<file path="src/hdl/oaht_pkg.sv">
// shared types, constants and helper functions of the hash table
`timescale 1ns / 1ps

package oaht_pkg;

  // storage geometry
  localparam int unsigned SLOTS      = 64;
  localparam int unsigned VALUE_BITS = 64;
  localparam int unsigned SLOT_W     = $clog2(SLOTS);
  localparam int unsigned CAP_W      = SLOT_W + 1;

  // fixed field widths
  localparam int unsigned KEY_W      = 64;
  localparam int unsigned TAG_W      = 32;
  localparam int unsigned CNT_W      = 32;
  localparam int unsigned CFG_IDX_W  = 8;
  localparam int unsigned CFG_DATA_W = 7;
  localparam int unsigned IN_DATA_W  = 136;
  localparam int unsigned OUT_DATA_W = 136;

  // configuration register indexes and reset values
  localparam logic [CFG_IDX_W-1:0]  CFG_CAPACITY  = 8'd0;
  localparam logic [CFG_IDX_W-1:0]  CFG_KEY_BYTES = 8'd1;
  localparam logic [CFG_DATA_W-1:0] CAP_RESET     = 7'd64;
  localparam logic [3:0]            KB_RESET      = 4'd8;

  // operation codes
  localparam logic [1:0] MODE_LOOKUP = 2'd0;
  localparam logic [1:0] MODE_INSERT = 2'd1;
  localparam logic [1:0] MODE_REMOVE = 2'd2;

  // status codes
  localparam logic [1:0] STAT_OK        = 2'd0;
  localparam logic [1:0] STAT_NOT_FOUND = 2'd1;
  localparam logic [1:0] STAT_DUPLICATE = 2'd2;
  localparam logic [1:0] STAT_FULL      = 2'd3;

  // tag codes and hash seed
  localparam logic [TAG_W-1:0] TAG_VACANT  = 32'd0;
  localparam logic [TAG_W-1:0] TAG_DELETED = 32'd1;
  localparam logic [TAG_W-1:0] TAG_MIN     = 32'd2;
  localparam logic [TAG_W-1:0] HASH_SEED   = 32'd5381;

  // sequencer states
  typedef enum logic [2:0] {
    ST_IDLE,
    ST_HASH,
    ST_PROBE,
    ST_CHECK,
    ST_DONE
  } state_e;

  // effective configuration seen by the sequencer
  typedef struct packed {
    logic [CAP_W-1:0]  cap;
    logic [CAP_W-1:0]  span;
    logic [SLOT_W-1:0] mask;
    logic [3:0]        kb;
    logic [KEY_W-1:0]  key_mask;
  } cfg_t;

  // shared adder operands
  typedef struct packed {
    logic [TAG_W-1:0] a;
    logic [TAG_W-1:0] b;
    logic [7:0]       c;
  } alu_req_t;

  // store read request and response
  typedef struct packed {
    logic              en;
    logic [SLOT_W-1:0] addr;
  } rd_req_t;

  typedef struct packed {
    logic [TAG_W-1:0]      tag;
    logic [KEY_W-1:0]      key;
    logic [VALUE_BITS-1:0] value;
  } rd_rsp_t;

  // store write request, kv set also writes key and value
  typedef struct packed {
    logic                  en;
    logic                  kv;
    logic [SLOT_W-1:0]     addr;
    logic [TAG_W-1:0]      tag;
    logic [KEY_W-1:0]      key;
    logic [VALUE_BITS-1:0] value;
  } wr_req_t;

  // capacity clamped to 1..SLOTS
  function automatic logic [CAP_W-1:0] eff_capacity(input logic [CFG_DATA_W-1:0] c);
    logic [CAP_W-1:0] r;
    if (c == '0) begin
      r = CAP_W'(1);
    end else if (32'(c) > SLOTS) begin
      r = CAP_W'(SLOTS);
    end else begin
      r = CAP_W'(c);
    end
    return r;
  endfunction

  // key length clamped to 1..8 bytes
  function automatic logic [3:0] eff_key_bytes(input logic [3:0] k);
    logic [3:0] r;
    if (k == 4'd0) begin
      r = 4'd1;
    end else if (k > 4'd8) begin
      r = 4'd8;
    end else begin
      r = k;
    end
    return r;
  endfunction

  // low kb bytes set
  function automatic logic [KEY_W-1:0] key_mask_of(input logic [3:0] kb);
    logic [KEY_W-1:0] m;
    for (int b = 0; b < 8; b++) begin
      m[8*b +: 8] = (4'(b) < kb) ? 8'hFF : 8'h00;
    end
    return m;
  endfunction

  // probe span minus one: cap-1 with all lower bits filled
  function automatic logic [SLOT_W-1:0] span_mask_of(input logic [CAP_W-1:0] cap);
    logic [SLOT_W-1:0] v;
    logic [SLOT_W-1:0] m;
    v = SLOT_W'(cap - CAP_W'(1));
    for (int b = 0; b < SLOT_W; b++) begin
      m[b] = |(v >> b);
    end
    return m;
  endfunction

endpackage

</file>
<file path="src/hdl/oaht_alu.sv">
// shared three-input adder used for hashing and probe stepping
`timescale 1ns / 1ps

module oaht_alu (
  input  oaht_pkg::alu_req_t               req_i,
  output logic [oaht_pkg::TAG_W-1:0]       sum_o
);

  // a + b + zero-extended c, wraps at 32 bits
  assign sum_o = req_i.a + req_i.b + oaht_pkg::TAG_W'(req_i.c);

endmodule

</file>
<file path="config.mk">
export PLATFORM = sky130hd
export DESIGN_NAME = oaht_alu
export DESIGN_NICKNAME = d
export VERILOG_FILES = /design/src/hdl/oaht_pkg.sv /design/src/hdl/oaht_alu.sv
export SDC_FILE = /design/constraint.sdc
export NUM_CORES = 1
export LEC_CHECK = 0
export ABC_AREA = 1
export ABC_CLOCK_PERIOD_IN_PS = 3950
export BUFFER_PORTS_ARGS = -buffer_cell sky130_fd_sc_hd__buf_4
export CELL_PAD_IN_SITES_DETAIL_PLACEMENT = 0
export CELL_PAD_IN_SITES_GLOBAL_PLACEMENT = 1
export CORE_ASPECT_RATIO = 0.7
export CORE_MARGIN = 3
export CORE_UTILIZATION = 30
export DETAILED_ROUTE_END_ITERATION = 6
export PLACE_DENSITY_LB_ADDON = 0.1
export SLEW_MARGIN = 30
export SYNTH_ARGS = -nofsm -noshare
export SYNTH_HDL_FRONTEND = slang
export SYNTH_SLANG_ARGS = --single-unit
</file>
<file path="constraint.sdc">
create_clock -name vclk -period 3.95
set_input_delay 0.1975 -clock vclk [all_inputs]
set_output_delay 0.1975 -clock vclk [all_outputs]
set_load 0.02 [all_outputs]
</file>
# Word level (Yosys, flattened, before mapping)
# Cells that the tools add are included.
# classes
shifts	0
add_sub_neg	2
n_eq_ne	0
n_reduce_logical	0
multipliers	0
bitwise	0
div_mod_pow	0
n_lt_le_gt_ge	0
mux	0
# ops
operator	count
$add A32 B32 Y32	1
$add A32 B8 Y32	1
# totals
n_memories	0
latchBits	0
input_bits	72
mem_bits_ro	0
regBits	0
wordCells	2
output_inout_bits	32
ram_bits	0

# Longest topological paths before layout
# logic_depth
word_depth	2
mapped_depth	15
depth_no_buf	15

# Worst setup path before layout
# No wires, ideal clock.
# synth_path
path_kind	in2out
start	input port req_i[1] (netlist name)
end	output port sum_o[13] (netlist name)
t_arrival_ns	2.137
required_ns	3.753
path_slack_ns	1.615
cell_stages	10
n_path_buf	0
path_cell_list	fa_1 > ha_1 > fa_1 > nand3_1 > nand3_2 > nand2_1 > nand2_2 > nand2_1 > nand2_2 > xor2_1
# synth_via
elab_chain_cells	1
# synth_rtl
item	line_no	rtl
start: declaration	oaht_alu.sv:5	input oaht_pkg::alu_req_t req_i,
$add A32 B8 Y32	oaht_alu.sv:10	assign sum_o = req_i.a + req_i.b + oaht_pkg::TAG_W'(req_i.c);
end: declaration	oaht_alu.sv:6	output logic [oaht_pkg::TAG_W-1:0] sum_o
# Every way passes these cells.

# Worst setup path in the final report
# Same ends and word-level chain as after synthesis.

==> impl_metrics.py <==
metrics = {
    "place": {
        "dp_cells": 724,
        "preCtsSetupSlack_ps": 1302,
        "dp.final_hpwl_mm": 7.751,
        "gp_congestion": 0.8506,
        "placed_cell_area_um2": 3664,
        "io_buffers": 104,
    },
    "sta": {
        "hold_viol_final": 0,
        "fmax_ghz": 0.3745,
        "fin_crit_ps": 2670,
        "slew_violations": 0,
        "relSlewSlack_pct": 78.60,
        "final.setup.tns_ps": 0,
        "fin_ws_ps": 1280,
        "fin_crit_sh_pct": 67.60,
        "fin_hold_ws_ps": 830.8,
        "grt_setup_unrepaired": "false",
        "worst_slew_pin_slew_ps": 319.9,
        "setup_viol": 0,
    },
    "final_layout": {
        "fillCellCount": 1008,
        "final_core_util_pct": 42.34,
        "drive_gt1_share_pct": 21.03,
        "nClkBuffers": 0,
        "stdcell_area_um2": 3664,
        "fin_cells": 724,
        "multi_input_area_um2": 2331,
        "final_cell_mix": "nand2_1 (205), inv_1 (106), buf_4 (104)",
        "final_common_cell": "nand2_1",
        "antenna_cells": 0,
        "fin_nets": 740,
        "syn2layout_area_growth_pct": 34.07,
        "numSequentialCells": 0,
        "seqCellArea_um2": 0,
    },
    "power": {
        "p_leak_nw": 2.408,
        "combPwrFrac_pct": 100.0,
        "internal_power_uw": 360.3,
        "ir_drop_uv": 113.4,
        "p_seq_share_pct": 0,
        "swShare_pct": 60.22,
        "power.switching_uw": 545.4,
        "power_uw": 905.7,
        "power.share.clock_pct": 0,
        "powerDensity_nw_per_um2": 247.2,
    },
    "global_route": {
        "track_usage_pct": 15.86,
        "antenna_found_initial": 0,
        "grt_pass1_vias": 2917,
        "grt_first_pass_wirelength_mm": 13.64,
        "grt_overflow": 0,
        "grt_max_degree": 7,
    },
    "die": {
        "die_area_um2": 10310,
        "num_rows": 28,
        "core_area_um2": 8653,
        "initial_utilization_pct": 31.58,
        "die_h_um": 85.85,
        "ios": 104,
        "die_x_um": 120.1,
    },
    "worst_setup_path": {
        "crit_path_start_kind": "input pin",
        "cp.arrival_ps": 2470,
        "critPathMaxStageDelay_ps": 460,
        "end_kind": "output port",
        "slowest_stage": "fa_1",
        "cp_cell_sequence": "buf_4, fa_1, ha_1, fa_1, nand3_1, nand3_2, nand2_1, nand2_2, nand2_1, nand2_2, xor2_1, buf_4",
        "critPathMaxFanout": 4,
        "critPathBufInv": 2,
        "crit_family": "adder cells",
        "crit_type": "in -> out",
        "required_ps": 3750,
    },
    "logic_synthesis": {
        "postSynthCellCount": 500,
        "ys_types": 19,
        "syn-num-nets": 634,
        "yosys_warnings": 0,
        "avgSynthCellArea_um2": 5.465,
        "netlist_area_um2": 2733,
        "synth_seq_area_share_pct": 0,
    },
    "routing": {
        "wl_per_cell_um": 11.59,
        "avgViaCountPerCell": 4.347,
        "num_vias": 3147,
        "drc": 0,
        "dr.pass1.iters": 4,
        "drt_wl_total_mm": 8.393,
        "ant_nets": 0,
        "drt_iter0_markers": 147,
    },
    "outcome": {
        "status": "finished clean",
    },
    "job": {
        "maxCapViolations": 0,
    },
    "cts": {
        "postCtsSetupBuffers": 0,
        "cts_resized": 0,
        "cts.hold.buffers_added": 0,
    },
    "hold_path": {
        "hp-class": "in -> out",
    },
}
path summary, 6_finish.rpt:
check | startpoint | to | slack (ps) | cells past startpoint
worst max-delay path | req_i[1] | sum_o[13] | 1280 | 12
worst min-delay path | req_i[39] | sum_o[31] | 830 | 6
synthesized netlist by cell type:
cell type | count | area [µm²]
fa_1 | 9 | 180.2
nand2_1 | 205 | 769.5
o21bai_1 | 2 | 15.01
ha_1 | 53 | 663.1
xnor2_1 | 2 | 17.52
nor2_1 | 38 | 142.6
a21oi_1 | 18 | 90.09
a21o_1 | 1 | 7.510
nand2_2 | 12 | 75.07
nand4_1 | 4 | 25.02
nand3_1 | 20 | 100.1
xor2_1 | 15 | 131.4
inv_2 | 1 | 3.750
nor3_1 | 4 | 20.02
nand3_2 | 5 | 50.05
a21oi_2 | 2 | 17.52
nor3_2 | 2 | 20.02
nor2_2 | 1 | 6.260
inv_1 | 106 | 397.9
worst min-delay path: cells and delay by family:
family | cells | cell delay [ps]
XOR/XNOR | 1 | 80
buffers and inverters | 3 | 260
AND/OR/NAND/NOR | 2 | 90
metal layers:
layer / routed length (µm) / vias up / global-route usage (%)
li1: - / 1727 / -
met5: 0 / - / 0
met3: 531 / 0 / 0.6592
met1: 4777 / 1343 / 26.59
met2: 3084 / 77 / 23.24
met4: 0 / 0 / 0
layout make-up:
cell class	count	area share, %
Inverter	107	10.96
Timing Repair Buffer	104	21.31
Multi-Input combinational cell	393	63.63
Tap cell	120	4.098
power groups by stage:
stage	combinational, mW	clock [mW]	sequential, mW
floorplan	0.567	0	0
global placement	0.908	0	0
detailed placement	0.908	0	0
CTS	0.914	0	0
global route	1.00	0	0
finish	0.906	0	0
cell families after synthesis:
logic type,share of synthesized area [%]
simple gates,44.23
buf+inv,14.70
fa+ha+maj,30.86
compound gates,4.762
xor+xnor,5.449
(Power assumes the default switching activity.)
