--- src/hdl/oaht_pkg.sv ---
// shared types, constants and helper functions of the hash table
`timescale 1ns / 1ps

package oaht_pkg;

  // storage geometry
  localparam int unsigned SLOTS      = 64;
  localparam int unsigned VALUE_BITS = 64;
  localparam int unsigned SLOT_W     = $clog2(SLOTS);
  localparam int unsigned CAP_W      = SLOT_W + 1;

  // fixed field widths
  localparam int unsigned KEY_W      = 64;
  localparam int unsigned TAG_W      = 32;
  localparam int unsigned CNT_W      = 32;
  localparam int unsigned CFG_IDX_W  = 8;
  localparam int unsigned CFG_DATA_W = 7;
  localparam int unsigned IN_DATA_W  = 136;
  localparam int unsigned OUT_DATA_W = 136;

  // configuration register indexes and reset values
  localparam logic [CFG_IDX_W-1:0]  CFG_CAPACITY  = 8'd0;
  localparam logic [CFG_IDX_W-1:0]  CFG_KEY_BYTES = 8'd1;
  localparam logic [CFG_DATA_W-1:0] CAP_RESET     = 7'd64;
  localparam logic [3:0]            KB_RESET      = 4'd8;

  // operation codes
  localparam logic [1:0] MODE_LOOKUP = 2'd0;
  localparam logic [1:0] MODE_INSERT = 2'd1;
  localparam logic [1:0] MODE_REMOVE = 2'd2;

  // status codes
  localparam logic [1:0] STAT_OK        = 2'd0;
  localparam logic [1:0] STAT_NOT_FOUND = 2'd1;
  localparam logic [1:0] STAT_DUPLICATE = 2'd2;
  localparam logic [1:0] STAT_FULL      = 2'd3;

  // tag codes and hash seed
  localparam logic [TAG_W-1:0] TAG_VACANT  = 32'd0;
  localparam logic [TAG_W-1:0] TAG_DELETED = 32'd1;
  localparam logic [TAG_W-1:0] TAG_MIN     = 32'd2;
  localparam logic [TAG_W-1:0] HASH_SEED   = 32'd5381;

  // sequencer states
  typedef enum logic [2:0] {
    ST_IDLE,
    ST_HASH,
    ST_PROBE,
    ST_CHECK,
    ST_DONE
  } state_e;

  // effective configuration seen by the sequencer
  typedef struct packed {
    logic [CAP_W-1:0]  cap;
    logic [CAP_W-1:0]  span;
    logic [SLOT_W-1:0] mask;
    logic [3:0]        kb;
    logic [KEY_W-1:0]  key_mask;
  } cfg_t;

  // shared adder operands
  typedef struct packed {
    logic [TAG_W-1:0] a;
    logic [TAG_W-1:0] b;
    logic [7:0]       c;
  } alu_req_t;

  // store read request and response
  typedef struct packed {
    logic              en;
    logic [SLOT_W-1:0] addr;
  } rd_req_t;

  typedef struct packed {
    logic [TAG_W-1:0]      tag;
    logic [KEY_W-1:0]      key;
    logic [VALUE_BITS-1:0] value;
  } rd_rsp_t;

  // store write request, kv set also writes key and value
  typedef struct packed {
    logic                  en;
    logic                  kv;
    logic [SLOT_W-1:0]     addr;
    logic [TAG_W-1:0]      tag;
    logic [KEY_W-1:0]      key;
    logic [VALUE_BITS-1:0] value;
  } wr_req_t;

  // capacity clamped to 1..SLOTS
  function automatic logic [CAP_W-1:0] eff_capacity(input logic [CFG_DATA_W-1:0] c);
    logic [CAP_W-1:0] r;
    if (c == '0) begin
      r = CAP_W'(1);
    end else if (32'(c) > SLOTS) begin
      r = CAP_W'(SLOTS);
    end else begin
      r = CAP_W'(c);
    end
    return r;
  endfunction

  // key length clamped to 1..8 bytes
  function automatic logic [3:0] eff_key_bytes(input logic [3:0] k);
    logic [3:0] r;
    if (k == 4'd0) begin
      r = 4'd1;
    end else if (k > 4'd8) begin
      r = 4'd8;
    end else begin
      r = k;
    end
    return r;
  endfunction

  // low kb bytes set
  function automatic logic [KEY_W-1:0] key_mask_of(input logic [3:0] kb);
    logic [KEY_W-1:0] m;
    for (int b = 0; b < 8; b++) begin
      m[8*b +: 8] = (4'(b) < kb) ? 8'hFF : 8'h00;
    end
    return m;
  endfunction

  // probe span minus one: cap-1 with all lower bits filled
  function automatic logic [SLOT_W-1:0] span_mask_of(input logic [CAP_W-1:0] cap);
    logic [SLOT_W-1:0] v;
    logic [SLOT_W-1:0] m;
    v = SLOT_W'(cap - CAP_W'(1));
    for (int b = 0; b < SLOT_W; b++) begin
      m[b] = |(v >> b);
    end
    return m;
  endfunction

endpackage

--- src/hdl/oaht_ctrl.sv ---
// operation sequencer: hashing, probing, store updates and result register
`timescale 1ns / 1ps

module oaht_ctrl (
  input  logic                               clk_i,
  input  logic                               rst_ni,
  input  oaht_pkg::cfg_t                     cfg_i,
  // input item
  input  logic                               in_valid_i,
  output logic                               in_ready_o,
  input  logic [1:0]                         in_mode_i,
  input  logic [oaht_pkg::KEY_W-1:0]         in_key_i,
  input  logic [oaht_pkg::VALUE_BITS-1:0]    in_value_i,
  // result item
  output logic                               out_valid_o,
  input  logic                               out_ready_i,
  output logic [1:0]                         out_status_o,
  output logic [oaht_pkg::VALUE_BITS-1:0]    out_value_o,
  output logic [oaht_pkg::KEY_W-1:0]         out_key_o,
  output logic [oaht_pkg::SLOT_W-1:0]        out_slot_o,
  // shared adder
  output oaht_pkg::alu_req_t                 alu_req_o,
  input  logic [oaht_pkg::TAG_W-1:0]         alu_sum_i,
  // slot store
  output oaht_pkg::rd_req_t                  rd_req_o,
  input  oaht_pkg::rd_rsp_t                  rd_rsp_i,
  output oaht_pkg::wr_req_t                  wr_req_o
);

  oaht_pkg::state_e state_q, state_d;

  logic [1:0]                      mode_q, mode_d;
  logic [oaht_pkg::KEY_W-1:0]      key_q, key_d;
  logic [oaht_pkg::VALUE_BITS-1:0] val_q, val_d;
  logic [oaht_pkg::TAG_W-1:0]      hash_q, hash_d;
  logic [2:0]                      byte_cnt_q, byte_cnt_d;
  logic [oaht_pkg::CAP_W-1:0]      step_q, step_d;
  logic [oaht_pkg::SLOT_W-1:0]     pos_q, pos_d;
  logic [oaht_pkg::CNT_W-1:0]      add_cnt_q, add_cnt_d;

  logic [1:0]                      res_status_q, res_status_d;
  logic [oaht_pkg::VALUE_BITS-1:0] res_val_q, res_val_d;
  logic [oaht_pkg::KEY_W-1:0]      res_key_q, res_key_d;
  logic [oaht_pkg::SLOT_W-1:0]     res_idx_q, res_idx_d;

  logic                            out_valid_q, out_valid_d;
  logic [1:0]                      out_status_q, out_status_d;
  logic [oaht_pkg::VALUE_BITS-1:0] out_val_q, out_val_d;
  logic [oaht_pkg::KEY_W-1:0]      out_key_q, out_key_d;
  logic [oaht_pkg::SLOT_W-1:0]     out_idx_q, out_idx_d;

  logic                            is_find;
  logic                            is_ins;
  logic                            last_byte;
  logic                            skip_probe;
  logic [oaht_pkg::TAG_W-1:0]      hash_fixed;
  logic                            exhausted;
  logic                            beyond;
  logic                            key_match;
  logic                            check_done;
  logic                            advance;
  logic                            out_free;

  // decode of the current operation
  always_comb begin
    is_find    = (mode_q == oaht_pkg::MODE_LOOKUP) || (mode_q == oaht_pkg::MODE_REMOVE);
    is_ins     = (mode_q == oaht_pkg::MODE_INSERT);
    last_byte  = (byte_cnt_q == 3'(cfg_i.kb - 4'd1));
    skip_probe = !is_ins && !(is_find && (add_cnt_q != '0));
    hash_fixed = (alu_sum_i < oaht_pkg::TAG_MIN) ? oaht_pkg::TAG_MIN : alu_sum_i;
    exhausted  = (step_q == cfg_i.span);
    beyond     = (oaht_pkg::CAP_W'(pos_q) >= cfg_i.cap);
    key_match  = (rd_rsp_i.tag == hash_q) && ((rd_rsp_i.key & cfg_i.key_mask) == key_q);
    if (is_find) begin
      check_done = (rd_rsp_i.tag == oaht_pkg::TAG_VACANT) || key_match;
    end else begin
      check_done = key_match || (rd_rsp_i.tag < oaht_pkg::TAG_MIN);
    end
    advance    = ((state_q == oaht_pkg::ST_PROBE) && !exhausted && beyond) ||
                 ((state_q == oaht_pkg::ST_CHECK) && !check_done);
    out_free   = !out_valid_q || out_ready_i;
  end

  // shared adder operands: djb2 step or triangular probe step
  always_comb begin
    if (state_q == oaht_pkg::ST_HASH) begin
      alu_req_o.a = hash_q << 5;
      alu_req_o.b = hash_q;
      alu_req_o.c = key_q[8*byte_cnt_q +: 8];
    end else begin
      alu_req_o.a = oaht_pkg::TAG_W'(pos_q);
      alu_req_o.b = oaht_pkg::TAG_W'(step_q);
      alu_req_o.c = 8'd1;
    end
  end

  // next state
  always_comb begin
    state_d = state_q;
    case (state_q)
      oaht_pkg::ST_IDLE: begin
        if (in_valid_i) begin
          state_d = oaht_pkg::ST_HASH;
        end
      end
      oaht_pkg::ST_HASH: begin
        if (last_byte) begin
          state_d = skip_probe ? oaht_pkg::ST_DONE : oaht_pkg::ST_PROBE;
        end
      end
      oaht_pkg::ST_PROBE: begin
        if (exhausted) begin
          state_d = oaht_pkg::ST_DONE;
        end else if (!beyond) begin
          state_d = oaht_pkg::ST_CHECK;
        end
      end
      oaht_pkg::ST_CHECK: begin
        state_d = check_done ? oaht_pkg::ST_DONE : oaht_pkg::ST_PROBE;
      end
      oaht_pkg::ST_DONE: begin
        if (out_free) begin
          state_d = oaht_pkg::ST_IDLE;
        end
      end
      default: begin
        state_d = oaht_pkg::ST_IDLE;
      end
    endcase
  end

  // datapath and store requests
  always_comb begin
    mode_d       = mode_q;
    key_d        = key_q;
    val_d        = val_q;
    hash_d       = hash_q;
    byte_cnt_d   = byte_cnt_q;
    step_d       = step_q;
    pos_d        = pos_q;
    add_cnt_d    = add_cnt_q;
    res_status_d = res_status_q;
    res_val_d    = res_val_q;
    res_key_d    = res_key_q;
    res_idx_d    = res_idx_q;
    out_valid_d  = out_valid_q && !out_ready_i;
    out_status_d = out_status_q;
    out_val_d    = out_val_q;
    out_key_d    = out_key_q;
    out_idx_d    = out_idx_q;
    rd_req_o     = '{en: 1'b0, addr: pos_q};
    wr_req_o     = '{en: 1'b0, kv: 1'b0, addr: pos_q, tag: hash_q, key: key_q, value: val_q};

    case (state_q)
      oaht_pkg::ST_IDLE: begin
        // take a new item, count insert attempts
        if (in_valid_i) begin
          mode_d       = in_mode_i;
          key_d        = in_key_i & cfg_i.key_mask;
          val_d        = in_value_i;
          hash_d       = oaht_pkg::HASH_SEED;
          byte_cnt_d   = '0;
          step_d       = '0;
          res_status_d = (in_mode_i == oaht_pkg::MODE_INSERT) ? oaht_pkg::STAT_FULL :
                                                                 oaht_pkg::STAT_NOT_FOUND;
          res_val_d    = '0;
          res_key_d    = '0;
          res_idx_d    = '0;
          if ((in_mode_i == oaht_pkg::MODE_INSERT) && (add_cnt_q != '1)) begin
            add_cnt_d = add_cnt_q + oaht_pkg::CNT_W'(1);
          end
        end
      end
      oaht_pkg::ST_HASH: begin
        // one key byte per cycle
        hash_d     = alu_sum_i;
        byte_cnt_d = byte_cnt_q + 3'd1;
        if (last_byte) begin
          hash_d = hash_fixed;
          pos_d  = hash_fixed[oaht_pkg::SLOT_W-1:0] & cfg_i.mask;
        end
      end
      oaht_pkg::ST_PROBE: begin
        // read the slot unless the span is used up or the slot lies past the capacity
        rd_req_o.en = !exhausted && !beyond;
      end
      oaht_pkg::ST_CHECK: begin
        if (is_find) begin
          if (key_match) begin
            res_status_d = oaht_pkg::STAT_OK;
            res_val_d    = rd_rsp_i.value;
            res_key_d    = rd_rsp_i.key;
            res_idx_d    = pos_q;
            if (mode_q == oaht_pkg::MODE_REMOVE) begin
              wr_req_o.en  = 1'b1;
              wr_req_o.tag = oaht_pkg::TAG_DELETED;
            end
          end
        end else if (key_match) begin
          res_status_d = oaht_pkg::STAT_DUPLICATE;
        end else if (rd_rsp_i.tag < oaht_pkg::TAG_MIN) begin
          res_status_d = oaht_pkg::STAT_OK;
          res_idx_d    = pos_q;
          wr_req_o.en  = 1'b1;
          wr_req_o.kv  = 1'b1;
        end
      end
      oaht_pkg::ST_DONE: begin
        // hand the result to the output register
        if (out_free) begin
          out_valid_d  = 1'b1;
          out_status_d = res_status_q;
          out_val_d    = res_val_q;
          out_key_d    = res_key_q;
          out_idx_d    = res_idx_q;
        end
      end
      default: begin
      end
    endcase

    // next probe position: pos + step + 1 within the span
    if (advance) begin
      pos_d  = alu_sum_i[oaht_pkg::SLOT_W-1:0] & cfg_i.mask;
      step_d = step_q + oaht_pkg::CAP_W'(1);
    end
  end

  // control registers
  always_ff @(posedge clk_i or negedge rst_ni) begin
    if (!rst_ni) begin
      state_q     <= oaht_pkg::ST_IDLE;
      add_cnt_q   <= '0;
      out_valid_q <= 1'b0;
    end else begin
      state_q     <= state_d;
      add_cnt_q   <= add_cnt_d;
      out_valid_q <= out_valid_d;
    end
  end

  // payload registers
  always_ff @(posedge clk_i) begin
    mode_q       <= mode_d;
    key_q        <= key_d;
    val_q        <= val_d;
    hash_q       <= hash_d;
    byte_cnt_q   <= byte_cnt_d;
    step_q       <= step_d;
    pos_q        <= pos_d;
    res_status_q <= res_status_d;
    res_val_q    <= res_val_d;
    res_key_q    <= res_key_d;
    res_idx_q    <= res_idx_d;
    out_status_q <= out_status_d;
    out_val_q    <= out_val_d;
    out_key_q    <= out_key_d;
    out_idx_q    <= out_idx_d;
  end

  assign in_ready_o   = (state_q == oaht_pkg::ST_IDLE);
  assign out_valid_o  = out_valid_q;
  assign out_status_o = out_status_q;
  assign out_value_o  = out_val_q;
  assign out_key_o    = out_key_q;
  assign out_slot_o   = out_idx_q;

endmodule

--- config.mk ---
export PLATFORM = sky130hd
export DESIGN_NAME = oaht_ctrl
export DESIGN_NICKNAME = d
export VERILOG_FILES = /design/src/hdl/oaht_pkg.sv /design/src/hdl/oaht_ctrl.sv
export SDC_FILE = /design/constraint.sdc
export NUM_CORES = 1
export LEC_CHECK = 0
export ABC_CLOCK_PERIOD_IN_PS = 16400
export BUFFER_PORTS_ARGS = -buffer_cell sky130_fd_sc_hd__buf_2
export CAP_MARGIN = 5
export CORE_AREA = 2 2 314 316
export CTS_BUF_LIST = sky130_fd_sc_hd__clkbuf_8
export DETAILED_ROUTE_END_ITERATION = 8
export DIE_AREA = 0 0 316 318
export GPL_ROUTABILITY_DRIVEN = 0
export PLACE_DENSITY_LB_ADDON = 0.05
export SLEW_MARGIN = 20
export SYNTH_ARGS = -nofsm -noshare
export SYNTH_HDL_FRONTEND = slang
export SYNTH_SLANG_ARGS = --single-unit
--- constraint.sdc ---
create_clock -name clk_i -period 16.4 [get_ports clk_i]
set_clock_uncertainty 0.1 [all_clocks]
set_input_delay 2.46 -clock clk_i [delete_from_list [all_inputs] [get_ports clk_i]]
set_output_delay 2.46 -clock clk_i [all_outputs]
set_load 0.01 [all_outputs]
# == Yosys cells after proc, flatten, opt, wreduce, memory -nomap -nowiden ==
# Cells that the tools add are included.
# totals
reg_bits,486
output_inout_bits,385
elab_cells,149
input_bits,414
# op_classes
n_lt_le_gt_ge,3
muxes,56
n_bitwise,4
n_addsub,4
shifts,1
n_reduce_logical,41
eq_ne,22
# ops
cell,count
$mux W64,5
$pmux W64 S2,2
$mux W32,7
$and A64 B64 Y64,2
$mux W72,1
$eq A64 B64 Y1,1
$lt A32 B2 Y1 const B,2
$pmux W32 S2,1
$shiftx A64 B7 Y8,1
$mux W6,8
$add A32 B1 Y32 const B,1
$eq A32 B32 Y1,1
$logic_not A32 Y1,1
$ne A32 B32 Y1 const B,1
$reduce_bool A32 Y1,1
$mux W3,8
$mux W7,3
$mux W2,9
$ne A3 B3 Y1 const B,5
$pmux W3 S5,1
$and A6 B6 Y6,2
$pmux W6 S2,1
$reduce_and A4 Y1,3
$reduce_bool A2 Y1,6
23 further kinds,58

# == Logic depth before layout (Yosys ltp) ==
# Gate-level depths: netlist of the first run.
# depth
ltp_word,10
ltp_mapped,10
mapped_depth_nobuf,9

# == Worst setup path after synthesis of the first run ==
# No wires, ideal clock.
# synth_timing
path_kind,input-to-reg
startpoint,input port rd_rsp_i[157] in the netlist's numbering
endpoint,"register res_idx_q[0] in the netlist's numbering, enable pin"
n_path_buf,0
t_required_ns,15.971
setup_ns,0.329
setup_slack_ns,1.850
arrival_ns,14.121
stages,7
cell_sequence,xor2_1 a2111o_1 or4_1 nor4_2 nand4_2 o31ai_1 nand2b_1
# synth_between
elab_chain_len,4
word_cells_on_any_way,7
classes_between,order compare (1); eq/ne (4); reduce/logical (2)
# synth_lines
item,line,text
from (decl),oaht_ctrl.sv:26,"input oaht_pkg::rd_rsp_t rd_rsp_i,"
"parallel branches: the longest is 3 deep, another holds $lt A32 B2 Y1",--,
$reduce_and A5 Y1 (no source line) (*),--,
to (signal assigned),oaht_ctrl.sv:254,res_idx_q <= res_idx_d;
to (decl),oaht_ctrl.sv:44,"logic [oaht_pkg::SLOT_W-1:0] res_idx_q, res_idx_d;"
# Mark *: on every way between the ends.
# A chain may end at the register's enable or synchronous reset.

==> metrics.txt, run 1 <==
Yosys warnings=0; pin count of the biggest net entering global routing=89; Setup TNS=0 ns; Register Area=14,410 sq um; Final Setup Violations=0; Post-Syn Area per Cell=14.88 sq um; Die X-Extent=316 microns; number of flops mapped to enable cells by yosys=450; grt ovf=0; crit path kind=input port to output pin; vias in the first global route=15,632; CP most frequent cell=buf_2; Tcrit/Tclk final=0.5154; PwrDens=149.6 nW/um^2; Yosys top cell by area=edfxtp_1; H-tree depth=3; number of primary I/O pins=799; Reg clk slew, reported paths=0.06 ns; DR pass1 iterations=5; Max transition margin=0.2830; CP delay by family, top=simple AND/OR/NAND/NOR gates; DRT antenna net count=0; #FFs+latches synth=486; fin util=0.2812; synthesized instance count=1,364; area share of the largest cell type after synthesis=0.6659; area of placed instances=25,660 sq um; Synth cell types=53; Worst Max-Slew Pin Slew=1.076 ns; Core Region=97,410 sq um; worst vdd ir=0.06125 mV; CTS tree=built; Max-cap violations=0; row count=115; Synth area leaders=edfxtp_1, and2_1, dfrtp_1, and3_1, xnor2_1; Primary FF master, synth=edfxtp_1; commonest non-fill, non-tap cell in the layout=buf_2; CTS root buffer=clkbuf_8; worst-path cell chain=buf_2 > and3b_1 > a211oi_1 > nand4_1 > nor4_1 > nand4_2 > nor4b_4 > buf_4 > or2_2 > buf_2; critical path data arrival time=5.89 ns; DRT Wirelength=89,060 microns; Async S/R FF share, synth=0.07407; Vias=14,809; Port Buf Inserts=797; critical path endpoint category=output pin; sequential area share after synthesis=0.7103; first-pass GRT wire length=122,100 microns; Routed wire per std cell=24.97 microns; setup bufs post-CTS=0; Slowest-stage cell, CP=a211oi_1; Final Hold Vio Count=0; leakage power=11.53 nW; die area=100,500 sq um; most frequent cells in the layout=buf_2, edfxtp_1, and2_1; Clock Tree Buf Depth=3; Non-Filler Instances=3,567; Sink Count=486; fraction of layout cells with a size suffix above 1=0.4225; starting DRC count in detailed routing=777; CP Data Required Time=13.84 ns; DRC Markers=0; # hold bufs at CTS=0; HP Class=flip-flop to flip-flop; total CTS buffers=93; Worst-Skew Late Latency=0.71 ns; Syn-to-layout area delta=35.00%; cells resized by post-CTS repair=0; Period minus WS final=8.452 ns; highest clock rate=118.3 MHz; RSZ-0062 raised after global routing=false; status=completed; design area=27,400 sq um; Fillers=10,294; Total Nets Final=2,624; placed insts=3,391; max-slew violation count=0; post-DP HPWL=68,640 microns; Mapped Nets=1,789; Crit Path Max Fanout=33; initial antenna violation count=31; synthesized area=20,290 sq um; GRT Overall Usage=0.1730; Starting Density=0.2083; Startpoint Class=input port; multi-input logic area=5453 sq um; critical path buffer and inverter count=3; vias per inst=4.152; Die Y=318 microns; slowest stage delay, CP=0.80 ns
## cell type report
| type | count | share of cell area |
|---|---|---|
| Tap cell | 1287 | 0.05878 |
| Clock buffer | 97 | 0.04873 |
| Clock inverter | 69 | 0.01361 |
| Antenna cell | 10 | 0.0009135 |
| Sequential cell | 486 | 0.5261 |
| Timing Repair Buffer | 812 | 0.1497 |
| Multi-Input combinational cell | 785 | 0.1990 |
| Inverter | 21 | 0.003060 |
## where the power goes
part,internal [mW],switching (mW)
logic,0.410,0.707
registers,1.66,0.178
clock network,0.593,0.547
total,2.67,1.43
## cells in the mapped netlist (5+ instances only)
master	number
mux4_2	16
a211oi_1	11
inv_1	21
nor3_1	9
and3_1	90
and2_1	210
nand3_1	24
nand2b_1	8
o21ai_0	9
a21boi_0	11
mux2i_1	8
edfxtp_1	450
and3b_1	12
and4_1	5
nor2_1	33
buf_4	28
xnor2_1	53
clkbuf_1	39
ha_1	11
nand2_1	48
dfrtp_1	36
nor2b_1	36
nor4_1	27
a21oi_1	34
nand4_1	30
a21o_1	18
o22a_1	11
xor2_1	40
## registers in the layout (all words and copies together), names as in the netlist, 7 cells and up
register,cells
out_key_o,64
val_q,64
step_q,7
res_key_q,64
hash_q,32
add_cnt_q,32
res_val_q,64
key_q,64
out_value_o,64
## kinds of logic after synthesis
family | synth area share
flip-flops | 0.7103
XOR/XNOR | 0.04014
multiplexers | 0.02170
buffers and inverters | 0.02294
AND/OR/NAND/NOR | 0.1609
AO/OA/AOI/OAI | 0.03718
adder cells (fa/ha/maj) | 0.006782
## stage by stage
step	hold WS, ns	setup WS (ns)	total power [mW]
2_1_floorplan	0.3003	1.850	2.438
3_3_place_gp	0.3000	7.782	3.023
3_5_place_dp	0.3045	7.699	3.020
4_1_cts	0.3091	7.693	4.204
5_1_grt	0.3181	7.622	4.338
6_report	0.3097	7.948	4.097
## per-layer routing
metal,GRT usage,part of all wire
met1,0.2053,0.40
met2,0.2996,0.50
met3,0.04819,0.074
met4,0.05592,0.025
met5,0,0.0018
## path summary, 6_finish.rpt
path	cells past startpoint	to	slack, ns	from
max	10	wr_req_o[128]	7.95	rd_rsp_i[75]
min	0	out_key_o[53]	0.31	res_key_q[53]
max reg2reg	8	res_idx_q[2]	11.65	key_q[30]
min reg2reg	0	out_key_o[53]	0.31	res_key_q[53]
max in group asynchronous	1	add_cnt_q[4]	13.82	rst_ni
min in group asynchronous	1	state_q[0]	1.78	rst_ni
No activity file was read; power rests on OpenSTA's default activity.
==> run 2: changes to the inputs <==
--- a/config.mk
+++ b/config.mk
@@ -5,7 +5,7 @@
 export SDC_FILE = /design/constraint.sdc
 export NUM_CORES = 1
 export LEC_CHECK = 0
-export ABC_CLOCK_PERIOD_IN_PS = 16400
+export ABC_CLOCK_PERIOD_IN_PS = 8400
 export BUFFER_PORTS_ARGS = -buffer_cell sky130_fd_sc_hd__buf_2
 export CAP_MARGIN = 5
 export CORE_AREA = 2 2 314 316
==> constraint.sdc (replaced) <==
create_clock -name clk_i -period 8.4 [get_ports clk_i]
set_clock_uncertainty 0.1 [all_clocks]
set_input_delay 1.26 -clock clk_i [delete_from_list [all_inputs] [get_ports clk_i]]
set_output_delay 1.26 -clock clk_i [all_outputs]
set_load 0.01 [all_outputs]
==> metrics.txt, run 2 (synthesized netlist as in run 1, its figures left out) <==
highest clock rate=165.6 MHz; cells resized by post-CTS repair=0 (unchanged); Starting Density=0.2083 (unchanged); pin count of the biggest net entering global routing=98 (was 89); Die X-Extent=316 microns (unchanged); HP Class=flip-flop to flip-flop (unchanged); multi-input logic area=5453 sq um (unchanged); Clock Tree Buf Depth=3 (unchanged); Final Power=8.017 mW (was 4.097 mW); H-tree depth=3 (unchanged); CTS root buffer=clkbuf_8 (unchanged); grt ovf=0 (unchanged); initial antenna violation count=29 (was 31); GRT Overall Usage=0.1734 (was 0.1730); Tcrit/Tclk final=0.7190; setup bufs post-CTS=0 (unchanged); PwrDens=292.2 nW/um^2 (was 149.6 nW/um^2); first-pass GRT wire length=121,800 microns (was 122,100 microns); Setup TNS=0 ns (unchanged); starting DRC count in detailed routing=757 (was 777); hold slack=0.3043 ns (was 0.3097 ns); CP Data Required Time=7.04 ns (was 13.84 ns); post-DP HPWL=69,560 microns (was 68,640 microns); Crit Path Max Fanout=33 (unchanged); HP Start=res_key_q[51] (was res_key_q[53]); vias in the first global route=15,515 (was 15,632); DRT Wirelength=89,720 microns (was 89,060 microns); commonest non-fill, non-tap cell in the layout=buf_2 (unchanged); Syn-to-layout area delta=35.20% (was 35.00%); status=completed (unchanged); row count=115 (unchanged); Startpoint Class=input port (unchanged); Register Area=14,410 sq um (unchanged); Final Setup Violations=0 (unchanged); critical path endpoint category=output pin (unchanged); Worst-Skew Late Latency=0.72 ns (was 0.71 ns); Core Region=97,410 sq um (unchanged); Final Hold Vio Count=0 (unchanged); Fillers=10,283 (was 10,294); Max transition margin=0.2467 (was 0.2830); Die Y=318 microns (unchanged); RR Startpoint=key_q[59] (was key_q[30]); crit path from=rd_rsp_i[123] (was rd_rsp_i[75]); Period minus WS final=6.039 ns; total CTS buffers=96 (was 93); most frequent cells in the layout=buf_2, edfxtp_1, and2_1 (unchanged); DRC Markers=0 (unchanged); vias per inst=4.145 (was 4.152); R2R Setup Slk=3.62 ns (was 11.65 ns); Max-cap violations=0 (unchanged); fraction of layout cells with a size suffix above 1=0.4252 (was 0.4225); die area=100,500 sq um (unchanged); Port Buf Inserts=797 (unchanged); Reg clk slew, reported paths=0.06 ns (about the same); worst vdd ir=0.1309 mV (was 0.06125 mV); # hold bufs at CTS=0 (unchanged); max-slew violation count=0 (unchanged); crit path kind=input port to output pin (unchanged); Sink Count=486 (unchanged); Vias=14,811 (was 14,809); DRT antenna net count=0 (unchanged); Worst Max-Slew Pin Slew=1.127 ns (was 1.076 ns); CTS tree=built (unchanged); critical path data arrival time=4.68 ns (was 5.89 ns); DR pass1 iterations=5 (unchanged); leakage power=11.51 nW (was 11.53 nW); Routed wire per std cell=25.11 microns (was 24.97 microns); Total Nets Final=2,630 (was 2,624); number of primary I/O pins=799 (unchanged); RSZ-0062 raised after global routing=false (unchanged)
-- run 2: final timing paths --
| path | end | cells past startpoint |
|---|---|---|
| worst min-delay path | out_key_o[51] | 0 |
| worst max register to register | pos_q[3] | 7 |
| worst max-delay path | wr_req_o[128] | 10 |
| worst min register to register | out_key_o[51] | 0 |
| min in group asynchronous | state_q[0] | 1 |
| max in group asynchronous | add_cnt_q[12] | 1 |
-- run 2: through the flow --
step / util / std cells / area [sq um] / setup slack (ns)
floorplan: - / 1364 / 20310 / 0.7310
global placement: 0.2638 / 3394 / 25700 / 2.285
detailed placement: 0.2638 / 3394 / 25700 / 2.281
CTS: 0.2813 / 3561 / 27400 / 2.268
global route: 0.2814 / 3566 / 27420 / 2.179
finish: 0.2816 / 3573 / 27430 / 2.361
-- run 2: final cells by class --
class / count / area share
inverter: 21 / 0.003056
multi-input combinational: 785 / 0.1988
antenna: 12 / 0.001095
clock buffer: 100 / 0.05017
tap: 1287 / 0.05870
timing repair buffer: 815 / 0.1508
clock inverter: 67 / 0.01204
sequential: 486 / 0.5254
-- run 2: power by group --
part / switching, mW / internal (mW)
combinational: 1.39 / 0.815
sequential: 0.345 / 3.24
clock: 1.09 / 1.13
total: 2.83 / 5.19
-- run 2: worst max-delay path, cell delays in order --
cell and delay [ns]:
buf_2 0.13, a21o_1 0.16, a211oi_1 0.65, or4b_1 0.51, nor4_2 0.40, nand4_2 0.48
nor4b_4 0.36, buf_4 0.39, or2_2 0.18, buf_2 0.13
-- run 2: metal layers --
layer | vias up | track usage | wire length, microns | share of wire
met3 | 126 | 0.05145 | 6717 | 0.075
met2 | 585 | 0.3015 | 44880 | 0.50
met1 | 7333 | 0.2062 | 36280 | 0.40
met5 | - | 0 | 165 | 0.0018
met4 | 28 | 0.04760 | 1668 | 0.019
li1 | 6739 | - | - | -
==> run 3: changes to the inputs <==
--- a/config.mk
+++ b/config.mk
@@ -5,13 +5,14 @@
 export SDC_FILE = /design/constraint.sdc
 export NUM_CORES = 1
 export LEC_CHECK = 0
-export ABC_CLOCK_PERIOD_IN_PS = 8400
+export ABC_AREA = 1
+export ABC_CLOCK_PERIOD_IN_PS = 6100
 export BUFFER_PORTS_ARGS = -buffer_cell sky130_fd_sc_hd__buf_2
 export CAP_MARGIN = 5
-export CORE_AREA = 2 2 314 316
+export CORE_AREA = 2 2 313 315
 export CTS_BUF_LIST = sky130_fd_sc_hd__clkbuf_8
 export DETAILED_ROUTE_END_ITERATION = 8
-export DIE_AREA = 0 0 316 318
+export DIE_AREA = 0 0 315 317
 export GPL_ROUTABILITY_DRIVEN = 0
 export PLACE_DENSITY_LB_ADDON = 0.05
 export SLEW_MARGIN = 20
==> constraint.sdc (replaced) <==
create_clock -name clk_i -period 6.1 [get_ports clk_i]
set_clock_uncertainty 0.1 [all_clocks]
set_input_delay 0.915 -clock clk_i [delete_from_list [all_inputs] [get_ports clk_i]]
set_output_delay 0.915 -clock clk_i [all_outputs]
set_load 0.01 [all_outputs]
==> metrics.txt, run 3 <==
fraction of layout cells with a size suffix above 1=0.3307 (was 0.4252); Max-cap violations=0 (unchanged); Starting Density=0.2219 (was 0.2083); fin util=0.2968 (was 0.2816); #FFs+latches synth=486 (unchanged); pin count of the biggest net entering global routing=92 (was 98); Final Setup Violations=0 (unchanged); Mapped Nets=2,443 (was 1,789); worst vdd ir=0.1781 mV (was 0.1309 mV); synthesized instance count=2,018 (was 1,364); die area=99,860 sq um (was 100,500 sq um); Primary FF master, synth=edfxtp_1 (unchanged); Worst-Skew Late Latency=0.74 ns (was 0.72 ns); Fillers=10,366 (was 10,283); highest clock rate=210.3 MHz; most frequent cells in the layout=buf_2, edfxtp_1, inv_1 (was buf_2, edfxtp_1, and2_1); Synth cell types=40 (was 53); Reg clk slew, reported paths=0.06 ns (about the same); Yosys warnings=0 (unchanged); # hold bufs at CTS=0 (unchanged); area share of the largest cell type after synthesis=0.6326 (was 0.6659); crit path kind=flip-flop to output pin (was input port to output pin); Worst Max-Slew Pin Slew=1.030 ns (was 1.127 ns); vias in the first global route=17,910 (was 15,515); DRC Markers=0 (unchanged); RSZ-0062 raised after global routing=false (unchanged); Pint=7.484 mW (was 5.187 mW); Tcrit/Tclk final=0.7796; DR pass1 iterations=5 (unchanged); crit path from=key_q[62] (was rd_rsp_i[123]); PwrDens=419.3 nW/um^2 (was 292.2 nW/um^2); number of flops mapped to enable cells by yosys=450 (unchanged); synthesized area=21,360 sq um (was 20,290 sq um); design area=28,570 sq um (was 27,430 sq um); starting DRC count in detailed routing=810 (was 757); RR Startpoint=key_q[62] (was key_q[59]); commonest non-fill, non-tap cell in the layout=buf_2 (unchanged); H-tree depth=3 (unchanged); Clock Power Share=0.254 (was 0.277); first-pass GRT wire length=122,100 microns (was 121,800 microns); met2 Usage GRT=0.3092 (was 0.3015); most common cell in the synthesized netlist=edfxtp_1 (unchanged); Max transition margin=0.3078 (was 0.2467); CTS root buffer=clkbuf_8 (unchanged); combinational fraction of design power=0.301 (was 0.275); Vias=17,113 (was 14,811); Register Area=14,410 sq um (unchanged); Crit Path Max Fanout=31 (was 33); GRT Overall Usage=0.1706 (was 0.1734); Post-Syn Area per Cell=10.58 sq um (was 14.88 sq um); critical path endpoint category=output pin (unchanged); number of primary I/O pins=799 (unchanged); critical path data arrival time=3.74 ns (was 4.68 ns); Period minus WS final=4.756 ns; Core Region=96,280 sq um (was 97,410 sq um); GR Util met1=0.1911 (was 0.2062); met3 Usage GRT=0.05700 (was 0.05145); setup bufs post-CTS=0 (unchanged); Sink Count=486 (unchanged); R2R Setup Slk=2.30 ns (was 3.62 ns); leakage power=13.59 nW (was 11.51 nW); grt ovf=0 (unchanged); Die X-Extent=315 microns (was 316 microns); Final Hold Vio Count=0 (unchanged); Clock Tree Buf Depth=3 (unchanged); Worst Reg-to-Reg Cells=13 (was 7); HP Class=input port to asynchronous set/reset pin (was flip-flop to flip-flop); reg-to-reg endpoint=res_val_q[5] (was pos_q[3]); DRT Wirelength=88,330 microns (was 89,720 microns); max-slew violation count=0 (unchanged); multi-input logic area=5157 sq um (was 5453 sq um); vias per inst=4.041 (was 4.145); area of placed instances=26,840 sq um (was 25,700 sq um); CP Capture Point=wr_req_o[144] (was wr_req_o[128]); total CTS buffers=95 (was 96); Port Buf Inserts=797 (unchanged); Syn-to-layout area delta=33.76% (was 35.20%); sequential share of power=0.445 (was 0.448); CTS tree=built (unchanged); switch share=0.3754 (was 0.3530); post-DP HPWL=70,030 microns (was 69,560 microns); Synth area leaders=edfxtp_1, nand2_1, inv_1, nor2_1, dfrtp_1 (was edfxtp_1, and2_1, dfrtp_1, and3_1, xnor2_1); Total Nets Final=3,295 (was 2,630); DRT antenna net count=0 (unchanged); P_sw=4.497 mW (was 2.830 mW); Startpoint Class=flip-flop (was input port); Routed wire per std cell=20.86 microns (was 25.11 microns); status=completed (unchanged); top cells by instance count after synthesis=edfxtp_1, nand2_1, inv_1 (was edfxtp_1, and2_1, and3_1); CP Data Required Time=5.08 ns (was 7.04 ns); GR peak layer=met2 (unchanged); Setup TNS=0 ns (unchanged); cells resized by post-CTS repair=0 (unchanged); initial antenna violation count=25 (was 29); Async S/R FF share, synth=0.07407 (unchanged); sequential area share after synthesis=0.6748 (was 0.7103); row count=114 (was 115); Die Y=317 microns (was 318 microns); Yosys top cell by area=edfxtp_1 (unchanged)
-- run 3: area by class of cell --
type                    instances  area share
clock buffers                  99     0.04769
flip-flops and latches        486      0.5045
multi-input cells            1081      0.1805
clock inverters                79     0.01231
diodes                          8   0.0007007
repair buffers                821      0.1477
inverters                     385     0.05076
well taps                    1276     0.05588
-- run 3: kinds of logic (layout without fill, tap and decap cells) --
kind of cell	after synthesis	in the layout	share of synthesized area
compound gates	109	109	0.02765
xor+xnor	74	74	0.03069
fa+ha+maj	11	11	0.006443
buf+inv	451	1384	0.08476
flops	486	486	0.6748
other cells	0	8	0
simple gates	887	887	0.1757
-- run 3: through the flow --
stage | std cells | setup WS (ns) | power, mW | hold slack, ns
after floorplan | 2018 | 0.1370 | 7.195 | 0.3003
after global placement | 4049 | 1.487 | 9.147 | 0.3002
after detailed placement | 4049 | 1.479 | 9.163 | 0.3045
after CTS | 4227 | 1.135 | 12.30 | 0.1500
after global routing | 4230 | 0.9078 | 12.78 | 0.1701
final | 4235 | 1.344 | 11.98 | 0.2020
-- run 3: worst min-delay path by stage --
stage | from | end | cells past startpoint | slack [ns]
6_report | rst_ni | add_cnt_q[7] | 1 | 0.20
5_1_grt | in_value_i[39] | val_q[39] | 1 | 0.17
4_1_cts | rst_ni | add_cnt_q[7] | 1 | 0.15
3_5_place_dp | res_key_q[0] | out_key_o[0] | 0 | 0.30
3_3_place_gp | res_val_q[58] | out_value_o[58] | 0 | 0.30
2_1_floorplan | res_key_q[0] | out_key_o[0] | 0 | 0.30
-- run 3: metal layers --
metal  up-vias  wire length (microns)
met4        22                   1977
met5         -                    138
met3       147                   6705
met1      8123                  34360
met2       605                  45150
li1       8216                      -
-- run 3: power groups by stage --
stage          Clock [mW]  Combinational, mW  Sequential, mW
2_1_floorplan           0               1.82            5.37
3_3_place_gp            0               3.76            5.39
3_5_place_dp            0               3.75            5.41
4_1_cts              3.18               3.77            5.35
5_1_grt              3.31               4.03            5.43
6_report             3.04               3.61            5.33
-- run 3: worst max-delay path, stage by stage, from the launching register on --
cell,delay (ns)
edfxtp_1,0.55
inv_1,0.08
nand3_1,0.08
nand2_1,0.05
nor2_1,0.20
nand2_1,0.19
nor2_1,0.14
nand2_1,0.10
nor2_1,0.16
nand3_1,0.24
inv_1,0.14
nand4_1,0.17
inv_2,0.57
nor2_1,0.12
buf_2,0.18
